==> src/hdl/ffha_pkg.sv <==
// Types and constants of the first-fit heap allocator
package ffha_pkg;

    localparam int unsigned HDR_BYTES = 16;
    localparam int unsigned STORE_DEPTH = 4096;
    localparam int unsigned SLOT_W = 12;
    localparam int unsigned OFF_W = 17;
    localparam logic [16:0] HEAP_MAX = 17'd65536;

    localparam logic [31:0] ID_FREE = 32'hAAAA5555;
    localparam logic [31:0] ID_USED = 32'h5555AAAA;

    localparam logic [1:0] ACT_ALLOC = 2'd0;
    localparam logic [1:0] ACT_FREE = 2'd1;
    localparam logic [1:0] ACT_INIT = 2'd2;

    localparam logic [2:0] ST_OK = 3'd0;
    localparam logic [2:0] ST_BAD = 3'd1;
    localparam logic [2:0] ST_NOFIT = 3'd2;
    localparam logic [2:0] ST_CORRUPT = 3'd3;
    localparam logic [2:0] ST_BADFREE = 3'd4;

    localparam logic REG_HEAP_BASE = 1'b0;
    localparam logic REG_HEAP_LENGTH = 1'b1;

    typedef struct packed {
        logic [1:0]  action;
        logic [31:0] request_size;
        logic [31:0] request_alignment;
        logic [31:0] release_address;
    } req_t;

    typedef struct packed {
        logic [31:0] payload_address;
        logic [2:0]  status;
    } rsp_t;

    typedef enum logic [4:0] {
        OP_NONE,
        OP_CLEAR,
        OP_LATCH,
        OP_ALLOC_START,
        OP_FREE_START,
        OP_INIT,
        OP_READ_CUR,
        OP_READ_NXT,
        OP_CHK_CUR,
        OP_CHK_NXT,
        OP_ADVANCE,
        OP_CALC,
        OP_PLAN_TAIL,
        OP_PLAN_HEAD,
        OP_PLAN_FREE,
        OP_PLAN_MERGE,
        OP_MERGE_START,
        OP_WRITE,
        OP_RESULT
    } dp_op_t;

    typedef struct packed {
        dp_op_t     op;
        logic [2:0] st;
        logic       addr_en;
    } cmd_t;

    typedef struct packed {
        logic [1:0] action;
        logic       bad_alloc;
        logic       bad_free;
        logic       init_tiny;
        logic       cur_ok;
        logic       nxt_ok;
        logic       cf;
        logic       cu;
        logic       nf;
        logic       nu;
        logic       fits;
        logic       tail_ok;
        logic       head_ok;
        logic       wr_last;
        logic       clr_last;
        logic       rsp_free;
    } stat_t;

    typedef enum logic [4:0] {
        S_CLEAR,
        S_IDLE,
        S_DISPATCH,
        S_WALK_TEST,
        S_WALK_CHK,
        S_WALK_EVAL,
        S_CALC,
        S_DECIDE,
        S_FREE_RD,
        S_FREE_CHK,
        S_FREE_EVAL,
        S_WRITE,
        S_MERGE_START,
        S_M_TEST,
        S_M_CHK1,
        S_M_EVAL1,
        S_M_CHK2,
        S_M_EVAL2,
        S_DONE
    } ctl_state_t;

    typedef enum logic [1:0] {
        RET_DONE,
        RET_MERGE0,
        RET_MERGE
    } ret_t;

endpackage

==> src/hdl/ffha_ctrl.sv <==
// Controller state machine of the heap allocator
module ffha_ctrl import ffha_pkg::*;
(
    input  logic  clk,
    input  logic  rst_n,
    input  logic  req_valid,
    output logic  req_stall,
    input  stat_t stat,
    output cmd_t  cmd
);

    ctl_state_t state_reg, state_next;
    ret_t       ret_reg, ret_next;
    logic [2:0] st_reg, st_next;
    logic       addr_en_reg, addr_en_next;

    always_ff @(posedge clk or negedge rst_n)
    begin
        if (!rst_n)
        begin
            state_reg   <= S_CLEAR;
            ret_reg     <= RET_DONE;
            st_reg      <= ST_OK;
            addr_en_reg <= 1'b0;
        end
        else
        begin
            state_reg   <= state_next;
            ret_reg     <= ret_next;
            st_reg      <= st_next;
            addr_en_reg <= addr_en_next;
        end
    end

    assign req_stall = (state_reg != S_IDLE);

    always_comb
    begin
        state_next   = state_reg;
        ret_next     = ret_reg;
        st_next      = st_reg;
        addr_en_next = addr_en_reg;
        cmd.op       = OP_NONE;
        cmd.st       = st_reg;
        cmd.addr_en  = addr_en_reg;
        unique case (state_reg)
            S_CLEAR:
            begin
                cmd.op = OP_CLEAR;
                if (stat.clr_last)
                    state_next = S_IDLE;
            end
            S_IDLE:
            begin
                if (req_valid)
                begin
                    cmd.op     = OP_LATCH;
                    state_next = S_DISPATCH;
                end
            end
            S_DISPATCH:
            begin
                addr_en_next = 1'b0;
                st_next      = ST_OK;
                priority if (stat.action == ACT_ALLOC)
                begin
                    if (stat.bad_alloc)
                    begin
                        st_next    = ST_BAD;
                        state_next = S_DONE;
                    end
                    else
                    begin
                        cmd.op     = OP_ALLOC_START;
                        state_next = S_WALK_TEST;
                    end
                end
                else if (stat.action == ACT_FREE)
                begin
                    if (stat.bad_free)
                    begin
                        st_next    = ST_BADFREE;
                        state_next = S_DONE;
                    end
                    else
                    begin
                        cmd.op     = OP_FREE_START;
                        state_next = S_FREE_RD;
                    end
                end
                else if (stat.action == ACT_INIT)
                begin
                    cmd.op   = OP_INIT;
                    ret_next = RET_DONE;
                    if (stat.init_tiny)
                        state_next = S_DONE;
                    else
                        state_next = S_WRITE;
                end
                else
                begin
                    st_next    = ST_BAD;
                    state_next = S_DONE;
                end
            end
            S_WALK_TEST:
            begin
                if (stat.cur_ok)
                begin
                    cmd.op     = OP_READ_CUR;
                    state_next = S_WALK_CHK;
                end
                else
                begin
                    st_next    = ST_NOFIT;
                    state_next = S_DONE;
                end
            end
            S_WALK_CHK:
            begin
                cmd.op     = OP_CHK_CUR;
                state_next = S_WALK_EVAL;
            end
            S_WALK_EVAL:
            begin
                priority if (!stat.cf && !stat.cu)
                begin
                    st_next    = ST_CORRUPT;
                    state_next = S_DONE;
                end
                else if (stat.fits)
                    state_next = S_CALC;
                else
                begin
                    cmd.op     = OP_ADVANCE;
                    state_next = S_WALK_TEST;
                end
            end
            S_CALC:
            begin
                cmd.op     = OP_CALC;
                state_next = S_DECIDE;
            end
            S_DECIDE:
            begin
                priority if (stat.tail_ok)
                begin
                    cmd.op       = OP_PLAN_TAIL;
                    ret_next     = RET_DONE;
                    addr_en_next = 1'b1;
                    state_next   = S_WRITE;
                end
                else if (stat.head_ok)
                begin
                    cmd.op       = OP_PLAN_HEAD;
                    ret_next     = RET_DONE;
                    addr_en_next = 1'b1;
                    state_next   = S_WRITE;
                end
                else
                begin
                    cmd.op     = OP_ADVANCE;
                    state_next = S_WALK_TEST;
                end
            end
            S_FREE_RD:
            begin
                cmd.op     = OP_READ_CUR;
                state_next = S_FREE_CHK;
            end
            S_FREE_CHK:
            begin
                cmd.op     = OP_CHK_CUR;
                state_next = S_FREE_EVAL;
            end
            S_FREE_EVAL:
            begin
                if (stat.cu)
                begin
                    cmd.op     = OP_PLAN_FREE;
                    ret_next   = RET_MERGE0;
                    state_next = S_WRITE;
                end
                else
                begin
                    st_next    = ST_BADFREE;
                    state_next = S_DONE;
                end
            end
            S_WRITE:
            begin
                cmd.op = OP_WRITE;
                if (stat.wr_last)
                begin
                    unique case (ret_reg)
                        RET_DONE:   state_next = S_DONE;
                        RET_MERGE0: state_next = S_MERGE_START;
                        RET_MERGE:  state_next = S_M_TEST;
                        default:    state_next = S_DONE;
                    endcase
                end
            end
            S_MERGE_START:
            begin
                cmd.op     = OP_MERGE_START;
                state_next = S_M_TEST;
            end
            S_M_TEST:
            begin
                if (stat.cur_ok)
                begin
                    cmd.op     = OP_READ_CUR;
                    state_next = S_M_CHK1;
                end
                else
                    state_next = S_DONE;
            end
            S_M_CHK1:
            begin
                cmd.op     = OP_CHK_CUR;
                state_next = S_M_EVAL1;
            end
            S_M_EVAL1:
            begin
                if ((!stat.cf && !stat.cu) || !stat.nxt_ok)
                    state_next = S_DONE;
                else
                begin
                    cmd.op     = OP_READ_NXT;
                    state_next = S_M_CHK2;
                end
            end
            S_M_CHK2:
            begin
                cmd.op     = OP_CHK_NXT;
                state_next = S_M_EVAL2;
            end
            S_M_EVAL2:
            begin
                priority if (!stat.nf && !stat.nu)
                    state_next = S_DONE;
                else if (stat.cf && stat.nf)
                begin
                    cmd.op     = OP_PLAN_MERGE;
                    ret_next   = RET_MERGE;
                    state_next = S_WRITE;
                end
                else
                begin
                    cmd.op     = OP_ADVANCE;
                    state_next = S_M_TEST;
                end
            end
            S_DONE:
            begin
                if (stat.rsp_free)
                begin
                    cmd.op     = OP_RESULT;
                    state_next = S_IDLE;
                end
            end
            default:
                state_next = S_IDLE;
        endcase
    end

endmodule

==> config.mk <==
export PLATFORM = sky130hd
export DESIGN_NAME = ffha_ctrl
export DESIGN_NICKNAME = d
export VERILOG_FILES = /design/src/hdl/ffha_pkg.sv /design/src/hdl/ffha_ctrl.sv
export SDC_FILE = /design/constraint.sdc
export NUM_CORES = 1
export LEC_CHECK = 0
export BUFFER_PORTS_ARGS = -buffer_cell sky130_fd_sc_hd__buf_2
export CORE_ASPECT_RATIO = 2
export CORE_MARGIN = 2
export CORE_UTILIZATION = 30
export CTS_BUF_LIST = sky130_fd_sc_hd__clkbuf_4
export CTS_CLUSTER_DIAMETER = 120
export DETAILED_ROUTE_END_ITERATION = 7
export GPL_TIMING_DRIVEN = 0
export SETUP_SLACK_MARGIN = 0.3
export SLEW_MARGIN = 20
export SYNTH_ARGS = -nofsm -noshare
export SYNTH_HDL_FRONTEND = slang
export SYNTH_SLANG_ARGS = --single-unit
==> constraint.sdc <==
create_clock -name clk -period 3.95 [get_ports clk]
set_input_delay 0 -clock clk [delete_from_list [all_inputs] [get_ports clk]]
set_output_delay 0 -clock clk [all_outputs]
set_load 0.02 [all_outputs]
==> results of run 1 <==
-- layout by cell type, fill, tap and decap left out, types with 2 or more instances in the layout --
cell / synthesis / layout
a32oi_1: 3 / 3
ha_1: 4 / 4
nor4_1: 3 / 3
or3_1: 2 / 2
and2b_1: 2 / 2
buf_4: 4 / 4
o31a_1: 2 / 2
o211ai_1: 2 / 2
buf_2: 7 / 36
o21a_1: 4 / 4
buf_6: 3 / 3
nand4_1: 4 / 4
o22ai_1: 4 / 4
nor3b_1: 6 / 6
clkbuf_4: 0 / 4
o21ai_0: 13 / 13
mux2i_1: 2 / 2
nor3_1: 8 / 8
nor2b_1: 8 / 8
or4_1: 3 / 3
nand3_1: 4 / 4
nand2b_1: 9 / 9
nand3b_1: 2 / 2
and3_1: 2 / 2
inv_1: 7 / 7
o31ai_1: 3 / 3
a22oi_1: 2 / 2
a31oi_1: 3 / 3
a21oi_1: 7 / 7
o21bai_1: 4 / 4
dfrtp_1: 11 / 11
nand2_1: 16 / 16
o41ai_1: 2 / 2
nor2_1: 20 / 20
-- what timing repair did --
item	in CTS	in global routing
hold buffers	1	0
resized for setup	0	0
hold endpoints to repair	11	0
-- stage by stage --
stage | hold WS (ps) | cell area (um2)
after floorplan | -296 | 1480
after global placement | -126 | 1690
after detailed placement | -125 | 1690
after CTS | 73.2 | 1730
after global routing | 85.2 | 1730
final | 77.0 | 1730
-- metal layers --
layer  vias up  track usage [%]  routed length [um]
met1       766             21.7                1810
li1        799                -                   -
met5         -                0                   0
met3        20             2.59                 288
met2        80             37.3                2910
met4         0             13.6                 332
-- power breakdown --
part           leakage [nW]  switching (W)   total, W  internal (W)
Clock                0.0184      0.0000315  0.0000772     0.0000458
Combinational         0.606       0.000678    0.00109      0.000409
Sequential            0.145      0.0000235   0.000179      0.000156
Total                 0.770       0.000733    0.00134      0.000610
-- area by class of cell --
class	instances	area share (%)
buffer	15	5.92
clock buffer	4	1.73
inverter	7	1.52
multi-input combinational	163	61.9
sequential	11	15.9
tap	57	4.11
timing repair buffer	30	8.95
-- path summary, 6_finish.rpt --
path                       cells after the start  slack, ps      endpoint    startpoint
min in group asynchronous                      2        140   addr_en_reg         rst_n
hold reg to reg                                1        480    ret_reg[0]    ret_reg[0]
setup reg to reg                               7       1790  state_reg[1]  state_reg[0]
max in group asynchronous                      2       3620  state_reg[2]         rst_n
hold / removal                                 3         80  state_reg[3]       stat[2]
setup / recovery                               7       1720        cmd[6]  state_reg[4]
-- kinds of logic (layout without fill, tap and decap cells) --
family                     after synthesis  in the layout  share of synthesized area (%)
and+or+nand+nor                         97             97                           38.2
xor gates and xnor gates                 1              1                          0.593
AOI/OAI and AO/OA                       58             58                           28.4
muxes                                    3              3                           2.12
DFF                                     11             11                           18.6
buffers and inverters                   22             56                           8.72
adders and majority gates                4              4                           3.39
-- critical path: stages, from the launching register on --
cell and delay [ps]:
dfrtp_1 350, buf_2 190, nor2b_1 120, buf_2 230
nand2_1 160, nor3_1 570, or4_1 200, buf_2 150
==> results_dict.tcl, run 1 <==
set metrics [dict create \
    multi_input_area_um2 1070 \
    cts_buffers 3 \
    clk_latency_ps 250 \
    tightest_slew_ps 796 \
    grt_max_degree 12 \
    ir_drop_mv 0.340 \
    cts-root-buf "clkbuf_4" \
    synth_seq_cells 11 \
    grt_setup_unrepaired "false" \
    synth_top_area_share_pct 18.6 \
    dp_hpwl_mm 4.42 \
    critical_path_class "flip-flop to primary output" \
    endpoint_kind "primary output" \
    wl_mm 5.35 \
    grt_pass1_wl_mm 8.33 \
    gp_congestion 0.970 \
    ioPinCount 30 \
    stdcell_count 287 \
    regArea_um2 275 \
    ys_top_cells_by_area "dfrtp_1 19%, nor2_1 5.1%, o21ai_0 4.4%" \
    hp-class "input pin to flip-flop" \
    ys.flop_type "dfrtp_1" \
    syn_area_um2 1480 \
    syn_inst 196 \
    yosysTopAreaCell "dfrtp_1" \
    pre_cts_ws_ps 1870 \
    period_share_pct 56.5 \
    arrival_ps 2230 \
    first_pass_iters 4 \
    die_area_um2 5540 \
    portBuffers 29 \
    synth_most_common_cell "nor2_1" \
    core_um2 4820 \
    vias 1665 \
    yosys-top-cells-count "20 x nor2_1, 16 x nand2_1, 13 x o21ai_0" \
    grt-ovfl-total 0 \
    fin_nets 255 \
    drc_errors 0 \
    n_antenna_cell 0 \
    max_freq_mhz 448 \
    cellLeakagePower_nw 0.770 \
    start_kind "flip-flop" \
    hold_violations 0 \
    ant_nets 0 \
    placedCellCount 282 \
    fillers 518 \
    cp.required_ps 3950 \
    setup_slack_ps 1720 \
    cp_max_fo 10 \
    grt_pass1_vias 1610 \
    cts_tree "done" \
    async_flop_share_pct 100 \
    power.density_nw_per_um2 775 \
    slew_headroom_pct 46.6 \
    tns_ps 0 \
    avgSynthCellArea_um2 7.54 \
    final_core_util_pct 36.0 \
    htree_levels 1 \
    syn-num-nets 220 \
    track_usage_pct 20.8 \
    synth.distinct_cells 53 \
    initial_core_util_pct 30.7 \
    die_h_um 103 \
    ys_seq_area_share_pct 18.6 \
    synth_edf_count 0 \
    clock-sinks 11 \
    ys_warn_count 0 \
    drive_gt1_share_pct 24.8 \
    fin_total_pwr_w 0.00134 \
    setup_viol 0 \
    via_per_inst 5.80 \
    cts_setup_buffers 0 \
    period_needed_ps 2230 \
    die_w_um 53.6 \
    synthToLayoutAreaGrowth_pct 17.4 \
    outcome "finished clean" \
    skew_ps 2.82 \
    antenna_found_initial 0 \
    rows 36 \
    clk_path_buf_depth 2 \
    drtIter0Drc 75 \
    drv_slew 0 \
    wl_per_cell_um 18.6 \
    max-cap-violations 0 \
    clkSlewWorstSetupHoldPaths_ps 60 \
    largest_reg_flops 5 \
]
(Power assumes the default switching activity.)
==> run 2, diff against run 1 <==
Clock period 3.95 ns to 2.2 ns, I/O delays scaled along.
==> run 2 against run 1 <==
Net effect: non-clock buffer count grew 9; clock power is 80% higher; combinational power is 110% higher; critical path depth is the same; first-iteration DRC count fell by 27%; hold slack improved by 32 ps; largest cell class unchanged; largest power group unchanged; highest routed layer unchanged.
==> results_dict.tcl, run 2 (same netlist as run 1, synthesis figures left out) <==
set metrics [dict create \
    outcome "finished clean" \
    wl_per_cell_um 18.7 \
    period_share_pct 93.1 \
    clkPwrFrac_pct 5.1 \
    start_kind "flip-flop" \
    clk_path_buf_depth 2 \
    setup_viol 0 \
    cts_tree "done" \
    drive_gt1_share_pct 33.1 \
    mostFrequentLayoutCells "30 x buf_2, 20 x nor2_1, 13 x buf_4, 13 x nand2_1, 12 x o21ai_0" \
    pwr-share-comb_pct 83.0 \
    pre_cts_ws_ps 120 \
    setup_slack_ps 153 \
    drv_slew 0 \
    die_w_um 53.6 \
    grt_pass1_vias 1641 \
    power.density_nw_per_um2 1430 \
    ir_drop_mv 0.697 \
    htree_levels 1 \
    ant_nets 0 \
    via_per_inst 5.79 \
    r2r_slack_ps 330 \
    fin_nets 264 \
    dp_hpwl_mm 4.42 \
    r2r_start "state_reg[0]" \
    wl_mm 5.54 \
    die_h_um 103 \
    cp.required_ps 2200 \
    cts_buffers 3 \
    vias 1715 \
    first_pass_iters 4 \
    met3WireLength_um 238 \
    slew_headroom_pct 54.1 \
    cts-root-buf "clkbuf_4" \
    ioPinCount 30 \
    met1Wirelength_mm 1.90 \
    portBuffers 29 \
    power.switching_w 0.00143 \
    wl_met2_mm 2.95 \
    largest_reg_flops 5 \
    critical_path_class "flip-flop to primary output" \
    n_antenna_cell 0 \
    r2r_end "state_reg[0]" \
    max_freq_mhz 488 \
    tns_ps 0 \
    core_um2 4820 \
    fillers 510 \
    track_usage_pct 20.7 \
    clk_latency_ps 250 \
    grt-ovfl-total 0 \
    crit_path_end "cmd[5]" \
    rows 36 \
    drtIter0Drc 55 \
    clkSlewWorstSetupHoldPaths_ps 60 \
    cp_max_fo 10 \
    fin_total_pwr_w 0.00274 \
    layout_commonest_cell "buf_2" \
    hp-class "input pin to flip-flop" \
    die_area_um2 5540 \
    arrival_ps 2050 \
    drc_errors 0 \
    endpoint_kind "primary output" \
    maxUsedRoutingLayer "met4" \
    max-cap-violations 0 \
    hold_violations 0 \
    pwr-share-seq_pct 11.9 \
    p_int_w 0.00131 \
    timing.hold.ws_ps 109 \
    r2r_cells 8 \
    period_needed_ps 2050 \
    grt_setup_unrepaired "true" \
    initial_core_util_pct 30.7 \
    tightest_slew_ps 683 \
    cellLeakagePower_nw 0.848 \
    grt_max_degree 12 \
    grt_pass1_wl_mm 8.22 \
    gp_congestion 0.970 \
    skew_ps 2.84 \
    antenna_found_initial 0 \
    synthToLayoutAreaGrowth_pct 29.9 \
    clock-sinks 11 \
    swShare_pct 52.1 \
    startpoint "state_reg[4]" \
]
## run 2: cell count changes in the layout (fill, tap and decap cells not counted), sizes merged
cell	before	now
buf	43	52
## run 2: final cells by class
type | count | area, um2 | share of cell area [%]
repair buffers | 39 | 233 | 12.1
plain buffers | 15 | 134 | 6.98
flip-flops and latches | 11 | 275 | 14.3
multi-input cells | 163 | 1150 | 59.9
inverters | 7 | 26.3 | 1.37
clock buffers | 4 | 30.0 | 1.56
well taps | 57 | 71.3 | 3.72
## run 2: metal layers
metal	vias to the layer above	track usage [%]
li1	820	-
met1	791	21.1
met2	78	36.1
met3	26	2.30
met4	0	17.2
met5	-	0
## run 2: worst min-delay path by stage
stage                         to    start  cells after the start  slack [ps]
floorplan            addr_en_reg    rst_n                      0        -300
global placement     addr_en_reg    rst_n                      1        -130
detailed placement  state_reg[4]    rst_n                      1        -130
CTS                 state_reg[3]  stat[2]                      3          70
global route        state_reg[3]  stat[2]                      3         110
finish              state_reg[3]  stat[2]                      3         110
## run 2: repair_timing
action	CTS	global route
cloned	0	0
buffers inserted	4	5
hold buffers	1	0
hold endpoints to repair	11	0
pin swaps	0	2
gates resized for setup	18	13
setup endpoints to repair	8	14
## run 2: power groups by stage
stage                     combinational (W)  clock (W)  sequential [W]
after floorplan                     0.00139          0        0.000342
after global placement              0.00194          0        0.000326
after detailed placement            0.00192          0        0.000326
after CTS                           0.00210   0.000147        0.000325
after global routing                0.00243   0.000159        0.000333
final                               0.00228   0.000139        0.000327
## run 2: worst max-delay path, stage by stage, from the launching register on
cell	delay (ps)
dfrtp_1	360
buf_4	170
nor2b_1	180
nand3b_1	160
o31a_1	230
nand4_1	120
or4_1	430
buf_6	150
## run 2: through the flow
step	util [%]	instance area, um2	cells
after floorplan	-	1480	196
after global placement	35.2	1690	282
after detailed placement	35.2	1690	282
after CTS	37.9	1830	291
after global routing	39.8	1920	296
final	39.8	1920	296
==> run 3, diff against run 2 <==
Settings changed: CTS_BUF_LIST sky130_fd_sc_hd__clkbuf_4 to sky130_fd_sc_hd__clkbuf_8.
==> run 3 against run 2 <==
Net effect: combinational power is essentially flat; non-clock buffer count is the same; die area is the same.
==> results_dict.tcl, run 3 (same netlist as run 1, synthesis figures left out) <==
set metrics [dict create \
    outcome "finished clean" \
    setup_slack_ps 203 \
    vias 1721 \
    mostFrequentLayoutCells "30 x buf_2, 20 x nor2_1, 14 x nand2_1" \
    drc_errors 0 \
    core_um2 4820 \
    wl_mm 5.49 \
    skew_ps 1.76 \
    fin_nets 264 \
    die_w_um 53.6 \
    fillers 505 \
    grt_setup_unrepaired "true" \
    grt-ovfl-total 0 \
    regArea_um2 275 \
    multi_input_area_um2 1150 \
    pre_cts_ws_ps 120 \
    largest_reg_flops 5 \
    die_area_um2 5540 \
    wl_per_cell_um 18.5 \
    arrival_ps 2000 \
    power.density_nw_per_um2 1450 \
    dp_hpwl_mm 4.42 \
    cp_max_fo 10 \
    period_needed_ps 2000 \
    period_share_pct 90.8 \
    clkPwrFrac_pct 6.6 \
    rows 36 \
    grt_pass1_vias 1668 \
    start_kind "flip-flop" \
    via_per_inst 5.81 \
    p_int_w 0.00136 \
    drtIter0Drc 81 \
    drv_slew 0 \
    tns_ps 0 \
    ioPinCount 30 \
    cts_tree "done" \
    max_freq_mhz 501 \
    startpoint "state_reg[2]" \
    n_antenna_cell 0 \
    die_h_um 103 \
    ant_nets 0 \
    layout_commonest_cell "buf_2" \
    portBuffers 29 \
    pwr-share-seq_pct 11.6 \
    clk_latency_ps 230 \
    fin_total_pwr_w 0.00280 \
    hp-class "input pin to flip-flop" \
    endpoint_kind "primary output" \
    tightest_slew_ps 676 \
    cp.required_ps 2200 \
    r2r_start "state_reg[0]" \
    swShare_pct 51.5 \
    critical_path_class "flip-flop to primary output" \
    slew_headroom_pct 54.5 \
    antenna_found_initial 0 \
    clk_path_buf_depth 2 \
    cts-root-buf "clkbuf_8" \
    power.switching_w 0.00144 \
    clock-sinks 11 \
    cts_buffers 3 \
    cellLeakagePower_nw 0.858 \
    grt_max_degree 12 \
    setup_viol 0 \
    track_usage_pct 21.0 \
    clkSlewWorstSetupHoldPaths_ps 40 \
    pwr-share-comb_pct 81.8 \
    ir_drop_mv 0.699 \
    gp_congestion 0.970 \
    max-cap-violations 0 \
    htree_levels 1 \
    first_pass_iters 4 \
    grt_pass1_wl_mm 8.35 \
    initial_core_util_pct 30.7 \
    drive_gt1_share_pct 32.2 \
    min_from "stat[2]" \
    synthToLayoutAreaGrowth_pct 30.7 \
    hold_violations 0 \
]
run 3: changes by cell type in the layout (fill, tap and decap cells not counted), sizes merged:
cell / change
buf: -1
inv: +1
run 3: power by group through the flow:
stage	Clock, W	Sequential [W]	Combinational [W]
after floorplan	0	0.000342	0.00139
after global placement	0	0.000326	0.00194
after detailed placement	0	0.000326	0.00192
after global routing	0.000204	0.000332	0.00244
final	0.000185	0.000325	0.00229
after CTS	0.000193	0.000324	0.00210
run 3: critical path: stages (launching register included):
cell and delay [ps]:
dfrtp_1 370, buf_6 150, buf_6 150, nand3_1 90
a21oi_1 70, o21ai_1 160, a21oi_2 90, or4_1 540
buf_6 150
run 3: path summary, 6_finish.rpt:
check                                     to  slack [ps]  depth (start not counted)
worst max-delay path                  cmd[5]         200                          8
worst min-delay path            state_reg[3]         140                          3
worst max register to register  state_reg[1]         330                          8
worst min register to register    ret_reg[0]         470                          1
max in group asynchronous       state_reg[3]        1840                          2
min in group asynchronous        addr_en_reg         170                          2
run 3: per-stage QoR:
| step | instances | utilization [%] | hold slack [ps] | instance area, um2 |
|---|---|---|---|---|
| after floorplan | 196 | - | -296 | 1480 |
| final | 296 | 40.1 | 137 | 1930 |
| after global placement | 282 | 35.2 | -126 | 1690 |
| after global routing | 296 | 40.1 | 159 | 1930 |
| after CTS | 293 | 38.4 | 107 | 1850 |
| after detailed placement | 282 | 35.2 | -125 | 1690 |
run 3: layout make-up:
class	instances	share of cell area, %
inverter	7	1.36
clock buffer	3	2.14
timing repair buffer	39	12.0
sequential	11	14.2
multi-input combinational	163	59.6
buffer	15	6.74
clock inverter	1	0.194
tap	57	3.69
run 3: routing by layer:
layer	share of wire [%]	GRT usage, %	vias up
li1	-	-	820
met1	35	21.7	799
met2	53	37.2	75
met3	4.2	2.01	27
met4	8.4	15.6	0
met5	0	0	-
run 3: repair_timing:
item | CTS | global route
buffers inserted | 6 | 3
hold endpoints to repair | 11 | 0
pin swaps | 5 | 9
setup endpoints to repair | 8 | 13
resized for setup | 16 | 12
hold buffers | 1 | 0
